===== src/hw/rtl/bounded_stack_search_min_macros.svh =====
// ----------------------------------------------------------------------------
// Assertion macros for the bounded stack
// Shared concurrent assertion forms, compiled out under NO_ASSERTIONS.
// ----------------------------------------------------------------------------
`ifndef BOUNDED_STACK_SEARCH_MIN_MACROS_SVH
`define BOUNDED_STACK_SEARCH_MIN_MACROS_SVH

`ifndef NO_ASSERTIONS

// same-cycle implication
`define BSSM_ASSERT_IMPL(label, clk, rst_n, ante, cons) \
    label: assert property (@(posedge clk) disable iff (!rst_n) (ante) |-> (cons)) \
        else $error("bssm: assertion failed");

// next-cycle implication
`define BSSM_ASSERT_NEXT(label, clk, rst_n, ante, cons) \
    label: assert property (@(posedge clk) disable iff (!rst_n) (ante) |=> (cons)) \
        else $error("bssm: assertion failed");

`else

`define BSSM_ASSERT_IMPL(label, clk, rst_n, ante, cons)
`define BSSM_ASSERT_NEXT(label, clk, rst_n, ante, cons)

`endif

`endif


===== src/hw/rtl/bssm_pkg.sv =====
// ----------------------------------------------------------------------------
// bssm_pkg
// Types, sizes and codes of the bounded stack with search and minimum.
// ----------------------------------------------------------------------------
`default_nettype none

package bssm_pkg;

    localparam int DEPTH    = 16;
    localparam int PTR_W    = $clog2(DEPTH);
    localparam int CNT_W    = $clog2(DEPTH + 1);
    localparam int DATA_W   = 32;
    localparam int KIND_W   = 3;
    localparam int STATUS_W = 2;
    localparam int ITEM_W   = 5;

    localparam logic [KIND_W-1:0] KIND_PUSH    = 3'd0;
    localparam logic [KIND_W-1:0] KIND_POP     = 3'd1;
    localparam logic [KIND_W-1:0] KIND_PEEK    = 3'd2;
    localparam logic [KIND_W-1:0] KIND_SEARCH  = 3'd3;
    localparam logic [KIND_W-1:0] KIND_MIN     = 3'd4;
    localparam logic [KIND_W-1:0] KIND_REVERSE = 3'd5;
    localparam logic [KIND_W-1:0] KIND_CLEAR   = 3'd6;

    localparam logic [STATUS_W-1:0] STATUS_OK       = 2'd0;
    localparam logic [STATUS_W-1:0] STATUS_OVERFLOW = 2'd1;
    localparam logic [STATUS_W-1:0] STATUS_EMPTY    = 2'd2;

    localparam logic signed [DATA_W-1:0] EMPTY_VALUE = -32'sd1;

    typedef struct packed {
        logic [KIND_W-1:0]        kind;
        logic signed [DATA_W-1:0] data_value;
    } req_t;

    typedef struct packed {
        logic signed [DATA_W-1:0] result_value;
        logic [STATUS_W-1:0]      status;
        logic                     found;
        logic [ITEM_W-1:0]        item_count;
        logic                     is_empty;
    } rsp_t;

    typedef enum logic [2:0] {
        ST_IDLE,
        ST_READ,
        ST_SCAN,
        ST_REV_HI,
        ST_REV_LO,
        ST_REV_UP
    } state_t;

endpackage

`default_nettype wire


===== src/hw/rtl/bssm_ram.sv =====
// ----------------------------------------------------------------------------
// bssm_ram
// Generic single-write, single-read RAM with registered read data.
// ----------------------------------------------------------------------------
`default_nettype none

module bssm_ram #(
    parameter  int WIDTH  = 32,
    parameter  int DEPTH  = 16,
    localparam int ADDR_W = $clog2(DEPTH)
) (
    input  wire logic              clk,
    input  wire logic              we,
    input  wire logic [ADDR_W-1:0] waddr,
    input  wire logic [WIDTH-1:0]  wdata,
    input  wire logic [ADDR_W-1:0] raddr,
    output logic      [WIDTH-1:0]  rdata
);

    logic [WIDTH-1:0] mem [DEPTH];

    always_ff @(posedge clk)
    begin
        if (we)
        begin
            mem[waddr] <= wdata;
        end
        rdata <= mem[raddr];
    end

endmodule

`default_nettype wire


===== src/hw/rtl/bounded_stack_search_min.sv =====
// ----------------------------------------------------------------------------
// bounded_stack_search_min
// Fixed-depth stack of signed words: push, pop, peek, search, minimum,
// reverse and clear, one result per request.
//
//   channel | signals                      | direction
//   --------+------------------------------+----------
//   request | req_valid, req_ready, req    | in
//   result  | rsp_valid, rsp_ready, rsp    | out
//
// Push, clear, unused kinds, empty-stack cases and reverse below two entries:
// answered from the idle state. Pop and peek: one read state (registered RAM read).
// Search and minimum: one entry per cycle through one compare.
// Reverse: a read state, then a low-write and a high-write state per pair of
// entries, bound by the single RAM write port.
// Reset clears the state, the count and the result valid; entries are undefined until written.
// A new request is taken once idle and the result register is free or draining.
// ----------------------------------------------------------------------------
`default_nettype none

`include "bounded_stack_search_min_macros.svh"

module bounded_stack_search_min (
    input  wire logic          clk,
    input  wire logic          rst_n,
    input  wire logic          req_valid,
    output logic               req_ready,
    input  wire bssm_pkg::req_t req,
    output logic               rsp_valid,
    input  wire logic          rsp_ready,
    output bssm_pkg::rsp_t     rsp
);

    import bssm_pkg::*;

    state_t state_reg, state_next;
    logic [CNT_W-1:0] count_reg, count_next;
    logic rsp_valid_reg, rsp_valid_next;
    rsp_t rsp_reg, rsp_next;

    logic [PTR_W-1:0] pos_reg, pos_next;
    logic [PTR_W-1:0] lo_reg, lo_next;
    logic [PTR_W-1:0] hi_reg, hi_next;
    logic [DATA_W-1:0] tmp_reg, tmp_next;
    logic signed [DATA_W-1:0] acc_reg, acc_next;
    logic found_reg, found_next;
    logic [KIND_W-1:0] kind_reg, kind_next;
    logic [DATA_W-1:0] value_reg, value_next;

    logic accept;
    logic cnt_zero, cnt_full, cnt_small;
    logic [PTR_W-1:0] top_ptr, lo_plus, hi_minus;
    logic scan_last, rev_more, rev_step;
    logic cmp_lt, cmp_eq, take;
    logic signed [DATA_W-1:0] acc_cur;
    logic found_cur;

    logic ram_we;
    logic [PTR_W-1:0] ram_waddr, ram_raddr;
    logic [DATA_W-1:0] ram_wdata, ram_rdata;

    logic rsp_load;
    logic signed [DATA_W-1:0] res_value;
    logic [STATUS_W-1:0] res_status;
    logic res_found;

    bssm_ram #(
        .WIDTH (DATA_W),
        .DEPTH (DEPTH)
    ) u_entries (
        .clk   (clk),
        .we    (ram_we),
        .waddr (ram_waddr),
        .wdata (ram_wdata),
        .raddr (ram_raddr),
        .rdata (ram_rdata)
    );

    assign req_ready = (state_reg == ST_IDLE) && (!rsp_valid_reg || rsp_ready);
    assign accept    = req_valid && req_ready;
    assign rsp_valid = rsp_valid_reg;
    assign rsp       = rsp_reg;

    assign cnt_zero  = (count_reg == '0);
    assign cnt_full  = (count_reg == CNT_W'(DEPTH));
    assign cnt_small = (count_reg < CNT_W'(2));
    assign top_ptr   = PTR_W'(count_reg - CNT_W'(1));
    assign lo_plus   = lo_reg + PTR_W'(1);
    assign hi_minus  = hi_reg - PTR_W'(1);
    assign scan_last = ((CNT_W'(pos_reg) + CNT_W'(1)) == count_reg);
    assign rev_more  = (lo_plus < hi_minus);
    assign rev_step  = (state_reg == ST_REV_LO) || (state_reg == ST_REV_UP);

    // shared compare unit
    assign cmp_lt    = $signed(ram_rdata) < acc_reg;
    assign cmp_eq    = (ram_rdata == value_reg);
    assign take      = (pos_reg == '0) || cmp_lt;
    assign acc_cur   = take ? $signed(ram_rdata) : acc_reg;
    assign found_cur = found_reg || cmp_eq;

    always_comb
    begin
        state_next = state_reg;
        unique case (state_reg)
            ST_IDLE:
            begin
                if (accept)
                begin
                    if ((req.kind == KIND_POP || req.kind == KIND_PEEK) && !cnt_zero)
                    begin
                        state_next = ST_READ;
                    end
                    else if ((req.kind == KIND_SEARCH || req.kind == KIND_MIN) && !cnt_zero)
                    begin
                        state_next = ST_SCAN;
                    end
                    else if (req.kind == KIND_REVERSE && !cnt_small)
                    begin
                        state_next = ST_REV_HI;
                    end
                end
            end
            ST_READ:   state_next = ST_IDLE;
            ST_SCAN:   state_next = scan_last ? ST_IDLE : ST_SCAN;
            ST_REV_HI: state_next = ST_REV_LO;
            ST_REV_LO: state_next = ST_REV_UP;
            ST_REV_UP: state_next = rev_more ? ST_REV_LO : ST_IDLE;
            default:   state_next = ST_IDLE;
        endcase
    end

    always_comb
    begin
        count_next = count_reg;
        pos_next   = pos_reg;
        lo_next    = lo_reg;
        hi_next    = hi_reg;
        tmp_next   = tmp_reg;
        acc_next   = acc_reg;
        found_next = found_reg;
        kind_next  = kind_reg;
        value_next = value_reg;
        ram_we     = 1'b0;
        ram_waddr  = lo_reg;
        ram_wdata  = ram_rdata;
        ram_raddr  = pos_reg;
        rsp_load   = 1'b0;
        res_value  = '0;
        res_status = STATUS_OK;
        res_found  = 1'b0;

        unique case (state_reg)
            ST_IDLE:
            begin
                ram_raddr = (req.kind == KIND_POP || req.kind == KIND_PEEK) ? top_ptr : '0;
                if (accept)
                begin
                    kind_next  = req.kind;
                    value_next = req.data_value;
                    pos_next   = '0;
                    lo_next    = '0;
                    hi_next    = top_ptr;
                    found_next = 1'b0;
                    unique case (req.kind)
                        KIND_PUSH:
                        begin
                            rsp_load = 1'b1;
                            if (cnt_full)
                            begin
                                res_status = STATUS_OVERFLOW;
                            end
                            else
                            begin
                                ram_we     = 1'b1;
                                ram_waddr  = PTR_W'(count_reg);
                                ram_wdata  = req.data_value;
                                count_next = count_reg + CNT_W'(1);
                            end
                        end
                        KIND_POP, KIND_PEEK:
                        begin
                            if (cnt_zero)
                            begin
                                rsp_load   = 1'b1;
                                res_value  = EMPTY_VALUE;
                                res_status = STATUS_EMPTY;
                            end
                            else if (req.kind == KIND_POP)
                            begin
                                count_next = count_reg - CNT_W'(1);
                            end
                        end
                        KIND_SEARCH:
                        begin
                            rsp_load = cnt_zero;
                        end
                        KIND_MIN:
                        begin
                            if (cnt_zero)
                            begin
                                rsp_load   = 1'b1;
                                res_value  = EMPTY_VALUE;
                                res_status = STATUS_EMPTY;
                            end
                        end
                        KIND_REVERSE:
                        begin
                            rsp_load = cnt_small;
                        end
                        KIND_CLEAR:
                        begin
                            rsp_load   = 1'b1;
                            count_next = '0;
                        end
                        default:
                        begin
                            rsp_load = 1'b1;
                        end
                    endcase
                end
            end
            ST_READ:
            begin
                rsp_load  = 1'b1;
                res_value = $signed(ram_rdata);
            end
            ST_SCAN:
            begin
                ram_raddr  = pos_reg + PTR_W'(1);
                pos_next   = pos_reg + PTR_W'(1);
                acc_next   = acc_cur;
                found_next = found_cur;
                if (scan_last)
                begin
                    rsp_load  = 1'b1;
                    res_value = (kind_reg == KIND_MIN) ? acc_cur : '0;
                    res_found = (kind_reg == KIND_SEARCH) && found_cur;
                end
            end
            ST_REV_HI:
            begin
                tmp_next  = ram_rdata;
                ram_raddr = hi_reg;
            end
            ST_REV_LO:
            begin
                ram_we    = 1'b1;
                ram_waddr = lo_reg;
                ram_wdata = ram_rdata;
                ram_raddr = lo_plus;
            end
            ST_REV_UP:
            begin
                ram_we    = 1'b1;
                ram_waddr = hi_reg;
                ram_wdata = tmp_reg;
                tmp_next  = ram_rdata;
                ram_raddr = hi_minus;
                lo_next   = lo_plus;
                hi_next   = hi_minus;
                rsp_load  = !rev_more;
            end
            default:
            begin
                rsp_load = 1'b0;
            end
        endcase

        rsp_next.result_value = res_value;
        rsp_next.status       = res_status;
        rsp_next.found        = res_found;
        rsp_next.item_count   = ITEM_W'(count_next);
        rsp_next.is_empty     = (count_next == '0);

        rsp_valid_next = rsp_load ? 1'b1 : (rsp_valid_reg && !rsp_ready);
    end

    always_ff @(posedge clk or negedge rst_n)
    begin
        if (!rst_n)
        begin
            state_reg     <= ST_IDLE;
            count_reg     <= '0;
            rsp_valid_reg <= 1'b0;
        end
        else
        begin
            state_reg     <= state_next;
            count_reg     <= count_next;
            rsp_valid_reg <= rsp_valid_next;
        end
    end

    always_ff @(posedge clk)
    begin
        pos_reg   <= pos_next;
        lo_reg    <= lo_next;
        hi_reg    <= hi_next;
        tmp_reg   <= tmp_next;
        acc_reg   <= acc_next;
        found_reg <= found_next;
        kind_reg  <= kind_next;
        value_reg <= value_next;
        if (rsp_load)
        begin
            rsp_reg <= rsp_next;
        end
    end

    `BSSM_ASSERT_IMPL(a_count_bound, clk, rst_n, 1'b1, count_reg <= CNT_W'(DEPTH))
    `BSSM_ASSERT_IMPL(a_load_free, clk, rst_n, rsp_load, !rsp_valid_reg || rsp_ready)
    `BSSM_ASSERT_IMPL(a_busy_no_rsp, clk, rst_n, state_reg != ST_IDLE, !rsp_valid_reg)
    `BSSM_ASSERT_IMPL(a_busy_count, clk, rst_n, state_reg != ST_IDLE, count_next == count_reg)
    `BSSM_ASSERT_IMPL(a_rev_order, clk, rst_n, rev_step, lo_reg < hi_reg)
    `BSSM_ASSERT_NEXT(a_load_valid, clk, rst_n, rsp_load, rsp_valid_reg)

endmodule

`default_nettype wire


===== config.mk =====
export PLATFORM = sky130hd
export DESIGN_NAME = bounded_stack_search_min
export DESIGN_NICKNAME = d
export VERILOG_FILES = /design/src/hw/rtl/bssm_pkg.sv /design/src/hw/rtl/bssm_ram.sv /design/src/hw/rtl/bounded_stack_search_min.sv
export VERILOG_INCLUDE_DIRS = /design/src /design/src/hw/rtl
export SDC_FILE = /design/constraint.sdc
export NUM_CORES = 1
export LEC_CHECK = 0
export BUFFER_PORTS_ARGS = -buffer_cell sky130_fd_sc_hd__buf_4
export CAP_MARGIN = 25
export CORE_MARGIN = 2
export CORE_UTILIZATION = 60
export DETAILED_ROUTE_END_ITERATION = 10
export HOLD_SLACK_MARGIN = 0.12
export PLACE_DENSITY = 0.77
export SYNTH_ARGS = -nofsm -noshare
export SYNTH_HDL_FRONTEND = slang
export SYNTH_SLANG_ARGS = --single-unit

===== constraint.sdc =====
create_clock -name clk -period 11.24 [get_ports clk]
set_input_delay 1.124 -clock clk [delete_from_list [all_inputs] [get_ports clk]]
set_output_delay 1.124 -clock clk [all_outputs]
set_load 0.02 [all_outputs]

Word level (Yosys, flattened, before mapping)

Memory sizes are Yosys's and may differ from the RTL's. A register that Yosys moved wholly into a read port is not among the register bits.
Cells that the tools add are included.

$add $sub $neg: 6
Magnitude comparators: 3
Equal/unequal tests: 18
Muxes and demuxes: 52
Reduce and logical (&&, ||, !) cells: 33

Operators by type and width:

| cell                                           | number |
|---|---|
| two-way mux 32 bit                             | 9 |
| case mux 32 bit (3 select lines)               | 1 |
| case mux 32 bit (2 select lines)               | 1 |
| == test 32 bit                                 | 1 |
| less-than comparator 32 bit                    | 1 |
| case mux 4 bit (2 select lines)                | 4 |
| two-way mux 5 bit                              | 5 |
| two-way mux 4 bit                              | 6 |
| case mux 4 bit (5 select lines)                | 1 |
| == test 3 bit (second input constant)          | 6 |
| == test 3 x 2 -> 1 bit (second input constant) | 5 |
| two-way mux 3 bit                              | 5 |
| case mux 3 bit (5 select lines)                | 1 |
| case mux 5 bit (3 select lines)                | 1 |
| two-way mux 1 bit                              | 11 |
| logical NOT 5 bit                              | 2 |
| AND reduction 2 bit                            | 5 |
| adder 4 x 1 -> 4 bit (second input constant)   | 2 |
| logical AND 1 bit                              | 7 |
| == test 3 x 1 -> 1 bit (second input constant) | 2 |
| logical NOT 3 bit                              | 2 |
| OR reduction 2 bit                             | 3 |
| adder 4 x 1 -> 5 bit (second input constant)   | 1 |
| adder 5 x 1 -> 5 bit (second input constant)   | 1 |
| other kinds (18)                               | 29 |

Flip-flop bits (word level): 162
Memory bits (writable): 512
Output and inout bits: 43
Memories: 1

Memory list:

| memory        | words | bits a word | read ports | clocked after Yosys merged registers in | wr ports | line           | text |
|---|---|---|---|---|---|---|---|
| u_entries.mem | 16    | 32          | 1          | 1                                       | 1        | bssm_ram.sv:20 | `logic [WIDTH-1:0] mem [DEPTH];` |

Depth between registers and ports, before layout

Depth in word-level cells: 8
Depth in mapped cells: 13

Cells and area by module

Synthesis repeated with hierarchy kept, for this count alone.

Cell total of the unflattened synthesis: 1712
Area total of the unflattened synthesis: 29062.9 um2

By module, submodules not included:

| module                   | instances | cells an instance | area an instance (um2) |
|---|---|---|---|
| bssm_ram                 | 1         | 838               | 19835.3 |
| bounded_stack_search_min | 1         | 874               | 9227.6 |

Worst setup path before layout

Ideal clock, no wire load.

Kind: input to register
Start point: input rsp_ready
End point: memory u_entries.mem[4][0], enable pin
Library setup time: 0.421 ns
Arrival: 4.447 ns
Path slack: 6.371 ns
Stages: 10
Path through: nand2b_1 and2_1 nand2_2 inv_2 and2_1 clkbuf_1 mux2_2 a21oi_1 nand2_1 nor2_1

Cells in the longest elaborated chain, start to end: 7

RTL lines:

| item                                    | line                            | text |
|---|---|---|
| from (decl)                             | bounded_stack_search_min.sv:30  | `input wire logic rsp_ready,` |
| logical OR 1 bit *                      | bounded_stack_search_min.sv:79  | `assign req_ready = (state_reg == ST_IDLE) && (!rsp_valid_reg \|\| rsp_ready);` |
| logical AND 1 bit *                     | bounded_stack_search_min.sv:79  |  |
| named net req_ready                     | bounded_stack_search_min.sv:27  | `output logic req_ready,` |
| logical AND 1 bit *                     | bounded_stack_search_min.sv:80  | `assign accept = req_valid && req_ready;` |
| two-way mux 1 bit                       | bounded_stack_search_min.sv:156 | `if (accept)` |
| case mux 1 bit (2 select lines)         | bounded_stack_search_min.sv:152 | `unique case (state_reg)` |
| two-way mux 1 bit                       | bssm_ram.sv:24                  | `if (we)` |
| two-way mux 1 bit (implied by the code) | bssm_ram.sv:26                  | `mem[waddr] <= wdata;` |
| to (decl)                               | bssm_ram.sv:20                  |  |

Mark *: on every way through the listed nets, which the timed path passes. The rest lies on a longest branch.

Final worst setup path

Start point: register state_reg[0]
End point: register u_entries.rdata[1] (read register of u_entries.mem)

Cells in the longest elaborated chain, start to end: 2

RTL lines:

| item                                  | line                            | text |
|---|---|---|
| from (decl)                           | bounded_stack_search_min.sv:36  | `state_t state_reg, state_next;` |
| from (signal assigned)                | bounded_stack_search_min.sv:288 | `state_reg <= state_next;` |
| == test 3 bit (tied with other cells) | bounded_stack_search_min.sv:152 |  |
| case mux 4 bit (5 select lines) *     | bounded_stack_search_min.sv:152 |  |
| to (decl)                             | bssm_ram.sv:17                  | `output logic [WIDTH-1:0] rdata` |

Every way passes the cells marked *; elsewhere a longest branch is shown, timed or not.
A chain may end at the register's enable or synchronous reset.

==> results.md <==
- WP buf/inv: 2
- Worst Max-Slew Pin Slew: roughly 1 ns
- Top cells by area, synth: edfxtp_1 (68%), mux2i_1 (8.8%), a22oi_1 (4.2%)
- Worst-path clk slew: approximately 0.060 ns
- Status: finished clean
- Worst slack, placed: between 6 and 7 ns
- Detailed Place HPWL: about 42 mm
- Drt via density: ~6.4
- Cell Area, Synth: roughly 0.029 mm^2
- Core area: 0.0478 mm^2
- Layout overhead on the synthesized area: 13.0%
- PostCTS Resize Cnt: 0
- HP Class: in -> async
- Ys async rst share: about 1.3%
- Starting Density: slightly above 60%
- Fin crit share: between 40% and 50%
- CP arrival: about 5.5 ns
- Post-synth EDFFs: ~670
- Initial antenna violation count: 0
- Post-synth cell types: 68
- Mapped Cells: around 1,800
- Setup crit end kind: flop
- Hold buffers post-CTS: 0
- WL final: between 60 and 70 mm
- Max reg flops: approximately 510
- Worst path required time: ~12 ns
- Antenna Cells: 0
- Fmax: ~200 MHz
- Clk sink count: between 700 and 800
- Total gr overflow: 0
- Setup Skew: between 0.02 and 0.03 ns
- Yosys warns: 0
- Post-route DRC: 0
- Die Area: 0.0504 mm^2
- Via Count: 16,695
- Vias in the first global route: approximately 16,000
- Min cycle time layout: approximately 5.0 ns
- Die width: 224 um
- Clk root buf: clkbuf_16
- Largest net degree at the start of global routing: 127
- H-tree Lvls: 3
- CTS Buf Count: 71
- Maxcap violations: 0
- Synth cell count leaders: edfxtp_1 (665), mux2i_1 (257), a22oi_1 (165), nand2_1 (126), a21oi_1 (96)
- Fraction of layout instances using a drive strength above 1: between 10% and 20%
- Worst path cell trace: nor3_2 > nand3b_1 > o221ai_1 > o21a_4 > buf_12 > buf_4 > mux2i_1 > a22oi_1 > a21oi_1 > a21oi_1
- Setup crit start kind: flop
- Num rows: 80
- Routed length per instance: between 20 and 30 um
- Avg Inst Size Synth: 15.8 um^2
- Syn_nets: roughly 1,900
- Tot GR Track Use: between 20% and 30%
- WHS: about 0.34 ns
- Pre-antenna DRT Iters: 6
- Setup CP Type: reg -> reg
- Buffers added on ports: between 80 and 90
- Setup violation total in the final timing report: 0
- 1st-iter DRT viols: about 2,000
- First-pass GRT wire length: 100 mm
- Synth Flop Type: edfxtp_1
- Post-route setup slack: between 6 and 7 ns
- Setup TNS: 0 ns
- CTS tree: yes
- Max-Slew Margin vs Limit: a little under a third
- Post-synth top area cell: edfxtp_1
- Final RePlAce weighted congestion: about 0.87
- Clock buffer depth: 3
- Post-synthesis sequential area ratio: a little under three quarters
- Boundary Pins: 82
- Count leader, synth: edfxtp_1
- RSZ-0062 raised after global routing: no
- CP peak stage delay: about 0.77 ns
- Hold Fails Final Rpt: 0
- DIE HEIGHT: about 220 um
- CP dominant cell by count: a21oi_1
- Nets@finish: between 2,000 and 2,500
- Crit Path Max Fanout: about 130
- Antenna-violating nets left: 0
- Crit-path slowest cell: buf_4
- Top cell type's share of synthesized area: between 60% and 70%
- Slew Viols, Final: 0
- Synth Register Bits: between 700 and 800
- Delay-heaviest family, CP: buffers and inverters
- Clock Latency Late Sink: around 0.61 ns
- Setup Fix Bufs, Post-CTS: 0
## cells by family after synthesis
family	share of synthesized area, %
and+or+nand+nor	3.99
xor gates and xnor gates	1.38
buffers and inverters	2.64
adders and majority gates	1.72
DFF	71.4
muxes	10.2
AOI/OAI and AO/OA	8.66
## cell type report
| cell class | instances | area (um^2) |
|---|---|---|
| clock inverters | 44 | 449 |
| multi-input cells | 989 | 7740 |
| clock buffers | 88 | 1900 |
| repair buffers | 112 | 1080 |
| flip-flops and latches | 706 | 20800 |
| inverters | 48 | 180 |
| well taps | 615 | 769 |
| fillers | 3061 | 14900 |
## cell usage in the layout, fill, tap and decap left out, drive strengths merged, types with 29 or more instances in the layout
cell type,n
mux2i,257
buf,112
xnor2,36
edfxtp,665
inv,51
ha,40
a221o,33
a21oi,97
clkinv,29
clkbuf,88
mux2,35
a22oi,165
nor2,41
dfxtp,32
nand2,128
## worst paths after layout
path | startpoint | end | slack (ns) | cells after the start
max | state_reg[0] | u_entries.rdata[1] | 6.20 | 10
min | rst_n | count_reg[3] | 0.34 | 1
max reg2reg | state_reg[0] | u_entries.rdata[1] | 6.20 | 10
min reg2reg | rsp_valid | rsp_valid | 0.53 | 2
max in group asynchronous | rst_n | count_reg[4] | 10.77 | 1
min in group clk | rsp_valid | rsp_valid | 0.53 | 2
## worst reg2reg max path, cell delays in order, from the launching register on
cell and delay (ns):
dfrtp_1 0.61, nor3_2 0.58, nand3b_1 0.30, o221ai_1 0.29, o21a_4 0.67, buf_12 0.70
buf_4 1.00, mux2i_1 0.35, a22oi_1 0.14, a21oi_1 0.19, a21oi_1 0.05
## stage by stage
stage	instances	util (%)	area (um^2)
after CTS	2594	68.5	32800
after global routing	2602	68.9	33000
final	2602	68.9	33000
after detailed placement	2462	63.6	30400
after global placement	2455	63.3	30300
after floorplan	1844	-	29200
## layer usage
metal / up-vias / global-route usage [%] / routed length [um]
met4: 0 / 8.33 / 1440
li1: 7375 / - / -
met3: 102 / 4.05 / 6210
met2: 826 / 40.7 / 30700
met5: - / 0 / 0
met1: 8392 / 40.1 / 28600
Power is not shown: default switching activity piles up to over one toggle a cycle in this logic, so the estimate is an artifact.
